**src/rtl/eat_pkg.sv**
```systemverilog
// Package for the elitist archive table: operation codes, result status codes
// and the sequencer state type. It has no dependencies.
package eat_pkg;

  localparam logic [1:0] MODE_OFFER  = 2'd0;
  localparam logic [1:0] MODE_SELECT = 2'd1;
  localparam logic [1:0] MODE_CLEAR  = 2'd2;

  localparam logic [2:0] ST_UPDATED  = 3'd0;
  localparam logic [2:0] ST_INSERTED = 3'd1;
  localparam logic [2:0] ST_REPLACED = 3'd2;
  localparam logic [2:0] ST_REJECTED = 3'd3;
  localparam logic [2:0] ST_BEST     = 3'd4;
  localparam logic [2:0] ST_EMPTY    = 3'd5;
  localparam logic [2:0] ST_CLEARED  = 3'd6;

  localparam logic [4:0] CAPACITY_RESET = 5'd16;

  typedef enum logic [1:0] {
    S_IDLE,
    S_SCAN,
    S_FLUSH,
    S_DECIDE
  } state_t;

endpackage

```
**src/rtl/elitist_archive_table_unit.sv**
```systemverilog
// Top level of the elitist archive table: slot memories, scan sequencer,
// shared fitness comparator and result register. Depends on eat_pkg.
//
// Channel | Handshake            | Fields
// --------+----------------------+-------------------------------------------------------------
// in      | in_valid, in_stall   | mode, sender_robot, sender_generation, offered_fitness/handle
// out     | out_valid, out_stall | status, best_robot/generation/handle/fitness, entry_count
// cfg     | cfg_we               | cfg_wdata (capacity)
//
// An offer or a select scans every slot after acceptance, one memory read per slot through
// the single read port, then drains the read register in the flush state and decides and
// writes back in the decision state. A clear or an unused mode goes straight to the decision
// state. The input is free again in the cycle after the decision, so a new transaction is
// taken only once the previous one has left the decision state.
// Reset is synchronous; it empties the table and sets the capacity to 16.
// A new transaction is taken while the previous result waits; a stalled result only holds
// the block in its decision cycle.
module elitist_archive_table_unit #(
  parameter int TABLE_SLOTS = 16
) (
  input  logic               clk,
  input  logic               rst,
  input  logic               cfg_we,
  input  logic [4:0]         cfg_wdata,
  input  logic               in_valid,
  output logic               in_stall,
  input  logic [1:0]         mode,
  input  logic [9:0]         sender_robot,
  input  logic [15:0]        sender_generation,
  input  logic signed [31:0] offered_fitness,
  input  logic [15:0]        offered_handle,
  output logic               out_valid,
  input  logic               out_stall,
  output logic [2:0]         status,
  output logic [9:0]         best_robot,
  output logic [15:0]        best_generation,
  output logic [15:0]        best_handle,
  output logic signed [31:0] best_fitness,
  output logic [4:0]         entry_count
);
  import eat_pkg::*;

  localparam int SLOT_W  = (TABLE_SLOTS > 1) ? $clog2(TABLE_SLOTS) : 1;
  localparam int COUNT_W = $clog2(TABLE_SLOTS + 1);
  localparam int CMP_W   = (COUNT_W > 5) ? COUNT_W : 5;

  state_t state, state_next;

  logic [4:0]          capacity;
  logic [TABLE_SLOTS-1:0] slot_valid;
  logic [COUNT_W-1:0]  valid_count;

  logic [SLOT_W-1:0]   idx;
  logic                pipe_valid;
  logic [SLOT_W-1:0]   pipe_slot;

  logic [1:0]          op_mode;
  logic [9:0]          op_robot;
  logic [15:0]         op_gen;
  logic signed [31:0]  op_fit;
  logic [15:0]         op_handle;

  logic [9:0]          mem_robot [TABLE_SLOTS];
  logic [15:0]         mem_gen [TABLE_SLOTS];
  logic signed [31:0]  mem_fit [TABLE_SLOTS];
  logic [15:0]         mem_handle [TABLE_SLOTS];
  logic [9:0]          rd_robot;
  logic [15:0]         rd_gen;
  logic signed [31:0]  rd_fit;
  logic [15:0]         rd_handle;

  logic                match_found;
  logic [SLOT_W-1:0]   match_slot;
  logic                free_found;
  logic [SLOT_W-1:0]   free_slot;
  logic                ext_have;
  logic [SLOT_W-1:0]   ext_slot;
  logic signed [31:0]  ext_fit;
  logic [9:0]          ext_robot;
  logic [15:0]         ext_gen;
  logic [15:0]         ext_handle;

  logic                accept;
  logic                decide_fire;
  logic signed [31:0]  cmp_a;
  logic signed [31:0]  cmp_b;
  logic                cmp_lt;
  logic                pipe_live;
  logic                key_hit;
  logic                ext_take;
  logic [CMP_W-1:0]    eff_cap;
  logic                room;
  logic [2:0]          res_status;
  logic                do_update;
  logic                do_insert;
  logic                do_replace;
  logic                do_clear;
  logic [SLOT_W-1:0]   wr_slot;
  logic [COUNT_W-1:0]  count_after;

  assign in_stall = (state != S_IDLE);
  assign accept   = in_valid && !in_stall;

  // One signed comparator serves the scan (minimum or maximum search) and the
  // replacement test in the decision cycle.
  always_comb begin
    if (state == S_DECIDE) begin
      cmp_a = op_fit;
      cmp_b = ext_fit;
    end else if (op_mode == MODE_SELECT) begin
      cmp_a = ext_fit;
      cmp_b = rd_fit;
    end else begin
      cmp_a = rd_fit;
      cmp_b = ext_fit;
    end
    cmp_lt = cmp_a < cmp_b;
  end

  assign pipe_live = pipe_valid && slot_valid[pipe_slot];
  assign key_hit   = (rd_robot == op_robot) && (rd_gen == op_gen);
  assign ext_take  = pipe_live && (!ext_have || cmp_lt);

  always_comb begin
    if (capacity == 5'd0) begin
      eff_cap = CMP_W'(1);
    end else if (CMP_W'(capacity) > CMP_W'(TABLE_SLOTS)) begin
      eff_cap = CMP_W'(TABLE_SLOTS);
    end else begin
      eff_cap = CMP_W'(capacity);
    end
    room = CMP_W'(valid_count) < eff_cap;
  end

  always_comb begin
    res_status = ST_REJECTED;
    do_update  = 1'b0;
    do_insert  = 1'b0;
    do_replace = 1'b0;
    do_clear   = 1'b0;
    unique case (op_mode)
      MODE_OFFER: begin
        priority if (match_found) begin
          res_status = ST_UPDATED;
          do_update  = 1'b1;
        end else if (room) begin
          res_status = ST_INSERTED;
          do_insert  = 1'b1;
        end else if (ext_have && !cmp_lt) begin
          res_status = ST_REPLACED;
          do_replace = 1'b1;
        end else begin
          res_status = ST_REJECTED;
        end
      end
      MODE_SELECT: begin
        res_status = ext_have ? ST_BEST : ST_EMPTY;
      end
      MODE_CLEAR: begin
        res_status = ST_CLEARED;
        do_clear   = 1'b1;
      end
      default: begin
        res_status = ST_REJECTED;
      end
    endcase

    priority if (do_insert) begin
      wr_slot = free_slot;
    end else if (do_replace) begin
      wr_slot = ext_slot;
    end else begin
      wr_slot = match_slot;
    end

    priority if (do_clear) begin
      count_after = '0;
    end else if (do_insert) begin
      count_after = valid_count + COUNT_W'(1);
    end else begin
      count_after = valid_count;
    end
  end

  assign decide_fire = (state == S_DECIDE) && (!out_valid || !out_stall);

  always_comb begin
    state_next = state;
    unique case (state)
      S_IDLE: begin
        if (accept) begin
          state_next = (mode == MODE_OFFER || mode == MODE_SELECT) ? S_SCAN : S_DECIDE;
        end
      end
      S_SCAN: begin
        if (idx == SLOT_W'(TABLE_SLOTS - 1)) begin
          state_next = S_FLUSH;
        end
      end
      S_FLUSH: begin
        state_next = S_DECIDE;
      end
      S_DECIDE: begin
        if (decide_fire) begin
          state_next = S_IDLE;
        end
      end
      default: begin
        state_next = S_IDLE;
      end
    endcase
  end

  always_ff @(posedge clk) begin
    if (rst) begin
      state       <= S_IDLE;
      capacity    <= CAPACITY_RESET;
      slot_valid  <= '0;
      valid_count <= '0;
      pipe_valid  <= 1'b0;
      out_valid   <= 1'b0;
      match_found <= 1'b0;
      free_found  <= 1'b0;
      ext_have    <= 1'b0;
    end else begin
      state      <= state_next;
      pipe_valid <= (state == S_SCAN);
      if (cfg_we) begin
        capacity <= cfg_wdata;
      end
      if (accept) begin
        match_found <= 1'b0;
        free_found  <= 1'b0;
        ext_have    <= 1'b0;
      end else if (pipe_valid) begin
        if (pipe_live && key_hit && !match_found) begin
          match_found <= 1'b1;
        end
        if (!pipe_live && !free_found) begin
          free_found <= 1'b1;
        end
        if (ext_take) begin
          ext_have <= 1'b1;
        end
      end
      if (decide_fire) begin
        out_valid   <= 1'b1;
        valid_count <= count_after;
        if (do_clear) begin
          slot_valid <= '0;
        end else if (do_insert) begin
          slot_valid[free_slot] <= 1'b1;
        end
      end else if (!out_stall) begin
        out_valid <= 1'b0;
      end
    end
  end

  always_ff @(posedge clk) begin
    if (accept) begin
      op_mode   <= mode;
      op_robot  <= sender_robot;
      op_gen    <= sender_generation;
      op_fit    <= offered_fitness;
      op_handle <= offered_handle;
      idx       <= '0;
    end else if (state == S_SCAN) begin
      idx <= idx + SLOT_W'(1);
    end
    pipe_slot <= idx;
    if (pipe_valid) begin
      if (pipe_live && key_hit && !match_found) begin
        match_slot <= pipe_slot;
      end
      if (!pipe_live && !free_found) begin
        free_slot <= pipe_slot;
      end
      if (ext_take) begin
        ext_slot   <= pipe_slot;
        ext_fit    <= rd_fit;
        ext_robot  <= rd_robot;
        ext_gen    <= rd_gen;
        ext_handle <= rd_handle;
      end
    end
    if (decide_fire) begin
      status      <= res_status;
      entry_count <= 5'(count_after);
      if (op_mode == MODE_SELECT && ext_have) begin
        best_robot      <= ext_robot;
        best_generation <= ext_gen;
        best_handle     <= ext_handle;
        best_fitness    <= ext_fit;
      end else begin
        best_robot      <= '0;
        best_generation <= '0;
        best_handle     <= '0;
        best_fitness    <= '0;
      end
    end
  end

  always_ff @(posedge clk) begin
    if (decide_fire && (do_insert || do_replace)) begin
      mem_robot[wr_slot]  <= op_robot;
      mem_gen[wr_slot]    <= op_gen;
      mem_handle[wr_slot] <= op_handle;
    end
    if (decide_fire && (do_insert || do_replace || do_update)) begin
      mem_fit[wr_slot] <= op_fit;
    end
    rd_robot  <= mem_robot[idx];
    rd_gen    <= mem_gen[idx];
    rd_fit    <= mem_fit[idx];
    rd_handle <= mem_handle[idx];
  end

`ifndef ASSERT_OFF
  a_count_matches_valid: assert property (@(posedge clk) disable iff (rst)
    $countones(slot_valid) == int'(valid_count))
    else $error("Entry count does not match the number of valid slots.");

  a_count_in_range: assert property (@(posedge clk) disable iff (rst)
    int'(valid_count) <= TABLE_SLOTS)
    else $error("Entry count exceeds the table size.");

  a_clear_empties: assert property (@(posedge clk) disable iff (rst)
    decide_fire && do_clear |=> (valid_count == '0) && (slot_valid == '0))
    else $error("A clear transaction left entries in the table.");

  a_best_fields_zero: assert property (@(posedge clk) disable iff (rst)
    out_valid && (status != ST_BEST) |-> (best_fitness == '0) && (best_robot == '0))
    else $error("Best-entry fields are set on a result that is not a selection.");
`endif

endmodule

```
**config.mk**
```make
export PLATFORM = sky130hd
export DESIGN_NAME = elitist_archive_table_unit
export DESIGN_NICKNAME = d
export VERILOG_FILES = /design/src/rtl/eat_pkg.sv /design/src/rtl/elitist_archive_table_unit.sv
export SDC_FILE = /design/constraint.sdc
export NUM_CORES = 2
export LEC_CHECK = 0
export BUFFER_PORTS_ARGS = -buffer_cell sky130_fd_sc_hd__buf_2
export CAP_MARGIN = 10
export CORE_MARGIN = 5
export CORE_UTILIZATION = 60
export CTS_BUF_LIST = sky130_fd_sc_hd__clkbuf_16
export DETAILED_ROUTE_END_ITERATION = 6
export GPL_ROUTABILITY_DRIVEN = 0
export PLACE_DENSITY = 0.89
export SLEW_MARGIN = 20
export SYNTH_ARGS = -nofsm -noshare
export SYNTH_HDL_FRONTEND = slang
export SYNTH_SLANG_ARGS = --single-unit
```
**constraint.sdc**
```tcl
create_clock -name clk -period 17.7 [get_ports clk]
set_input_delay 2.655 -clock clk [delete_from_list [all_inputs] [get_ports clk]]
set_output_delay 2.655 -clock clk [all_outputs]
set_load 0.005 [all_outputs]
```
* Word level (Yosys, flattened, before mapping)
Memories as Yosys holds them, arrays and structs flattened. A register that Yosys moved wholly into a read port is not among the register bits. Index checks and enable logic that the tools add are counted.
Word-level totals: logic and storage cells 135, memory bits (read-only) 0, output and inout bits 84, bits of input ports 86, memory bits (writable) 1184, flip-flop bits (word level) 285, memories kept 4, bits in latches 0
Memories:
- mem_fit | depth 16, bits a word 32, read ports 1, clocked after Yosys merged registers in 1, write ports 1, line elitist_archive_table_unit.sv:65 | logic signed [31:0] mem_fit [TABLE_SLOTS];
- mem_gen | depth 16, bits a word 16, read ports 1, clocked after Yosys merged registers in 1, write ports 1, line elitist_archive_table_unit.sv:64 | logic [15:0] mem_gen [TABLE_SLOTS];
- mem_handle | depth 16, bits a word 16, read ports 1, clocked after Yosys merged registers in 1, write ports 1, line elitist_archive_table_unit.sv:66 | logic [15:0] mem_handle [TABLE_SLOTS];
- mem_robot | depth 16, bits a word 10, read ports 1, clocked after Yosys merged registers in 1, write ports 1, line elitist_archive_table_unit.sv:63 | logic [9:0] mem_robot [TABLE_SLOTS];
Operators by class: multiplexer cells 42, multiply operators 0, shifts and indexed selects 0, reduce and logical (&&, ||, !) cells 38, bitwise gates (word level) 1, order comparisons 6, equal/unequal tests 13, add/subtract/negate cells 2, divide/modulo/power cells 0
Operators by type and width (number):
- $mux 32 | 4
- $lt 32x32->1 | 1
- $mux 16 | 2
- $mux 1 | 20
- $mux 5 | 4
- $eq 16x16->1 | 1
- $or 16x16->16 | 1
- $logic_and 1x1->1 | 13
- $mux 2 | 6
- $eq 10x10->1 | 1
- $lt 4x5->1 const B | 2
- $pmux 3 s3 | 1
- $logic_not 1->1 | 8
- $mux 4 | 2
- $pmux 2 s4 | 1
- $reduce_and 2->1 | 4
- $eq 2x1->1 const B | 3
- $eq 2x2->1 const B | 3
- $logic_not 2->1 | 3
- $ne 2x2->1 const B | 3
- $add 5x1->5 const B | 1
- $gt 5x5->1 const B | 1
- $logic_not 5->1 | 1
- $logic_or 1x1->1 | 5
- other kinds (10) | 11

* Depth between registers and ports, before layout
depth after elaboration 15, gate-level depth with buffers 16, depth with buffers taken out 13

* Worst setup path after synthesis
OpenSTA, ideal clock, no wires.
path type input-to-reg, from input out_stall, to memory mem_gen[0][0] (enable), slack 6852 ps, path buffers 1, library setup time 546 ps, cell stages on the path 6, data required time 17154 ps, data arrival time 10302 ps, path through nand2_1 nand2_1 inv_1 clkbuf_1 o21ai_1 nor4_1
Between the ends: cells in the longest elaborated chain, start to end 6
Ends and longest elaborated chain:
- from (decl) | line elitist_archive_table_unit.sv:33 | input logic out_stall,
- $logic_not 1->1
- $logic_or 1x1->1 | line elitist_archive_table_unit.sv:185 | assign decide_fire = (state == S_DECIDE) && (!out_valid || !out_stall);
- $logic_and 1x1->1 | line elitist_archive_table_unit.sv:185
- net decide_fire | line elitist_archive_table_unit.sv:84 | logic decide_fire;
- $logic_and 1x1->1 | line elitist_archive_table_unit.sv:305 | if (decide_fire && (do_insert || do_replace)) begin
- $mux 1 | line elitist_archive_table_unit.sv:305
- $mux 1 (not written as such) | line elitist_archive_table_unit.sv:307 | mem_gen[wr_slot] <= op_gen;
- to (decl) | line elitist_archive_table_unit.sv:64
The timed path passes the listed nets, and every way through them passes these cells.

* Final worst setup path
from register state[0], to memory mem_gen[12][9] (enable)
Between the ends: cells in the longest elaborated chain, start to end 13, elaborated cells on any way between the ends 17, those cells by class order compare (1); eq/ne (1); mux (10); reduce/logical (5)
Ends and longest elaborated chain:
- from (decl) | line elitist_archive_table_unit.sv:47 | state_t state, state_next;
- from (signal assigned) | line elitist_archive_table_unit.sv:226 | state <= state_next;
- $eq 2x2->1 * | line elitist_archive_table_unit.sv:107, elitist_archive_table_unit.sv:185
- $mux 32 | line elitist_archive_table_unit.sv:107 | if (state == S_DECIDE) begin
- $lt 32x32->1 | line elitist_archive_table_unit.sv:117 | cmp_lt = cmp_a < cmp_b;
- $logic_not 1->1 | line elitist_archive_table_unit.sv:149 | end else if (ext_have && !cmp_lt) begin
- $logic_and 1x1->1 | line elitist_archive_table_unit.sv:149
- $mux 1 | line elitist_archive_table_unit.sv:149
- $mux 1 | line elitist_archive_table_unit.sv:146 | end else if (room) begin
- $mux 1 | line elitist_archive_table_unit.sv:143 | priority if (match_found) begin
- $mux 1 | line elitist_archive_table_unit.sv:141 | unique case (op_mode)
- $logic_or 1x1->1 | line elitist_archive_table_unit.sv:305
- $logic_and 1x1->1 | line elitist_archive_table_unit.sv:305
- $mux 1 | line elitist_archive_table_unit.sv:305
- $mux 1 (not written as such) | line elitist_archive_table_unit.sv:307
Every way passes the cells marked *; elsewhere a longest branch is shown, timed or not.

==> results.py <==
metrics = {
    "setup_path": {
        "path_cells": "ha_2 > buf_4 > nand2b_1 > mux2i_1 > ha_1 > nand4_1 > nor4_1 > and4_1 > o41a_1 > nor3_2 > nor4_2 > nor2_1 > nor4_2 > buf_4",
        "crit_required_ns": 18.08,
        "max_stage_delay_ns": 0.91,
        "path_delay_family": "simple AND/OR/NAND/NOR gates",
        "critPathSlowestCell": "nand2b_1",
        "path_buf_inv": 2,
        "end_kind": "flop",
        "path_class": "flop to flop",
        "crit_arrival_ns": 7.73,
        "critPathMaxFanout": 70,
        "cp-start-kind": "flop",
    },
    "sta": {
        "skew_ns": 0.0647,
        "setup_viol": 0,
        "fin_crit_sh_pct": 41.5,
        "drv_slew": 0,
        "fin_crit_ns": 7.34,
        "hold_viol": 0,
        "max_freq_mhz": 136,
        "worst_slew_pin_slew_ns": 1.19,
        "slew_headroom_pct": 20.2,
        "rsz0062_at_grt": "false",
        "fin_tns_setup_ns": 0,
    },
    "yosys": {
        "yosysSeqAreaShare_pct": 77.9,
        "yosys.area.top_type": "edfxtp_1",
        "synth_area_leaders": "edfxtp_1 (74%), mux4_2 (15%), dfxtp_1 (4.0%)",
        "yosys_warnings": 0,
        "synth.distinct_cells": 55,
        "syn_inst": 2604,
        "synth-edff-count": 1428,
        "ys_seq_elements": 1543,
        "async_flop_share_pct": 0,
        "syn_area_mm2": 0.0580,
        "synth_top_area_share_pct": 74.0,
        "syn_nets": 2737,
        "syn_area_per_cell_um2": 22.3,
        "synth_common_cells": "edfxtp_1 (1428), mux4_2 (375), dfxtp_1 (115)",
        "synth_top_flop_cell": "edfxtp_1",
        "synth.most_common_cell": "edfxtp_1",
    },
    "floorplan": {
        "core-area_mm2": 0.0963,
        "ios": 170,
        "num_rows": 114,
        "initial_core_util_pct": 60.2,
        "die_area_mm2": 0.103,
        "die_x_um": 321,
        "die_y_um": 321,
    },
    "clocking": {
        "postCtsSetupRepairBufs": 0,
        "cts_tree": "built",
        "clockBufferDepth": 3,
        "post_cts_resized": 0,
        "root_buffer": "clkbuf_16",
        "ctsHoldBuffers": 0,
        "cts_sinks": 1543,
        "numCtsBuffers": 145,
        "insertion_delay_ns": 0.80,
        "htreeDepth": 4,
        "clkTransAtPathRegs_ns": 0.07,
    },
    "route": {
        "wl_per_cell_um": 39.2,
        "ant_nets": 0,
        "drtPass1Iterations": 7,
        "drt_iter0_markers": 6704,
        "num_vias": 31500,
        "viasPerCell": 7.41,
        "remaining_drc_errors": 2,
        "wirelength_mm": 167,
    },
    "power_and_ir_drop": {
        "leakagePower_uw": 0.0211,
        "powerDensity_mw_per_mm2": 148,
        "vdd_drop_max_mv": 0.144,
    },
    "global_route": {
        "grt_usage_pct": 32.5,
        "grt_pass1_wl_mm": 238,
        "grt_max_degree": 161,
        "overflow": 0,
        "antenna_found_initial": 15,
        "grt_pass1_vias": 31300,
    },
    "finish": {
        "instances_no_fill": 4251,
        "nNetsFinal": 2974,
        "nFillCells": 5133,
        "drive_gt1_share_pct": 29.3,
        "syn_to_final_growth_pct": 12.9,
    },
    "outcome": {
        "violations": "DRC",
        "run_status": "finished with violations",
    },
    "worst_hold_path": {
        "hold_class": "flop to flop",
    },
    "placement": {
        "dpl.cell_count": 3969,
        "io_buffers": 169,
        "hpwl_mm": 84.7,
    },
    "flow_run": {
        "maxCapViolCount": 0,
    },
}
-- registers in the layout (all words and copies together), names as in the netlist, 10 cells and up --
signal           flops
slot_valid          16
mem_gen            256
ext_gen             16
op_fit              32
ext_handle          16
best_handle         16
mem_fit            512
mem_robot          160
rd_gen              16
best_generation     16
op_gen              16
rd_robot            10
mem_handle         256
best_fitness        32
rd_handle           16
op_handle           16
rd_fit              32
ext_fit             32
best_robot          10
op_robot            10
ext_robot           10
-- path summary, 6_finish.rpt --
path / startpoint / endpoint / slack [ns] / cells past startpoint
worst min register to register: rd_handle[2]$_DFF_P_ / ext_handle[2]$_DFFE_PP_ / 0.39 / 0
worst max register to register: state[0]$_SDFFE_PP0P_ / mem_gen[12][9]$_DFFE_PP_ / 10.36 / 14
worst min-delay path: rd_handle[2]$_DFF_P_ / ext_handle[2]$_DFFE_PP_ / 0.39 / 0
worst max-delay path: state[0]$_SDFFE_PP0P_ / mem_gen[12][9]$_DFFE_PP_ / 10.36 / 14
-- cell usage in the layout (no fill, tap or decap), drive strengths merged, types with 12 or more instances in the layout --
cell type and instances:
nand2 64, bufinv 13, ha 47, and3 75, edfxtp 1428, xor2 31, clkinv 66, a21oi 33
nor4 42, mux4 375, dfxtp 115, inv 53, nor2 43, mux2i 68, nand4 12, o21ai 42
buf 219, clkbuf 145
-- cell type report --
class	count	area (um^2)	area share, %
Clock buffer	145	3630	5.54
Timing Repair Buffer	219	1260	1.93
Tap cell	1276	1600	2.44
Clock inverter	126	1190	1.82
Sequential cell	1543	45200	69.0
Inverter	15	58.8	0.0898
Multi-Input combinational cell	917	12500	19.1
Antenna cell	10	25.0	0.0382
-- through the flow --
| stage | hold slack [ns] | area, um^2 | setup WS, ns | total power [uW] | util, % |
|---|---|---|---|---|---|
| final | 0.391 | 65500 | 10.36 | 9690 | 68.0 |
| after global routing | 0.404 | 65500 | 10.36 | 9930 | 68.0 |
| after CTS | 0.395 | 65400 | 10.55 | 9620 | 67.9 |
| after detailed placement | 0.389 | 60600 | 11.02 | 6360 | 62.9 |
| after global placement | 0.385 | 60600 | 11.63 | 6220 | 62.9 |
| after floorplan | 0.329 | 58000 | 6.85 | 5730 | - |
-- worst reg2reg max path: cells and delay by family (launching register included) --
kind                     cells  cell delay [ns]
adder cells (fa/ha/maj)      2             0.64
multiplexers                 1             0.21
buffers and inverters        2             1.27
flip-flops                   1             0.42
AO/OA/AOI/OAI                1             0.32
AND/OR/NAND/NOR              8             4.05
-- cells by family after synthesis --
logic type | share of synthesized area (%)
mux | 15.7
simple gates | 2.58
flops | 77.9
compound gates | 1.29
xor+xnor | 0.499
buf+inv | 0.943
fa+ha+maj | 1.01
-- routing by layer --
| layer | global-route usage, % | wire [um] | up-vias |
|---|---|---|---|
| met1 | 44.6 | 53900 | 15800 |
| li1 | - | - | 11400 |
| met4 | 11.9 | 7700 | 12 |
| met5 | 0 | 86 | - |
| met2 | 50.9 | 79400 | 3675 |
| met3 | 9.48 | 25600 | 603 |
-- report_power, final --
part | internal, uW | switching [uW]
clock network | 1720 | 1480
logic | 798 | 962
registers | 4330 | 394
(Power assumes the default switching activity.)
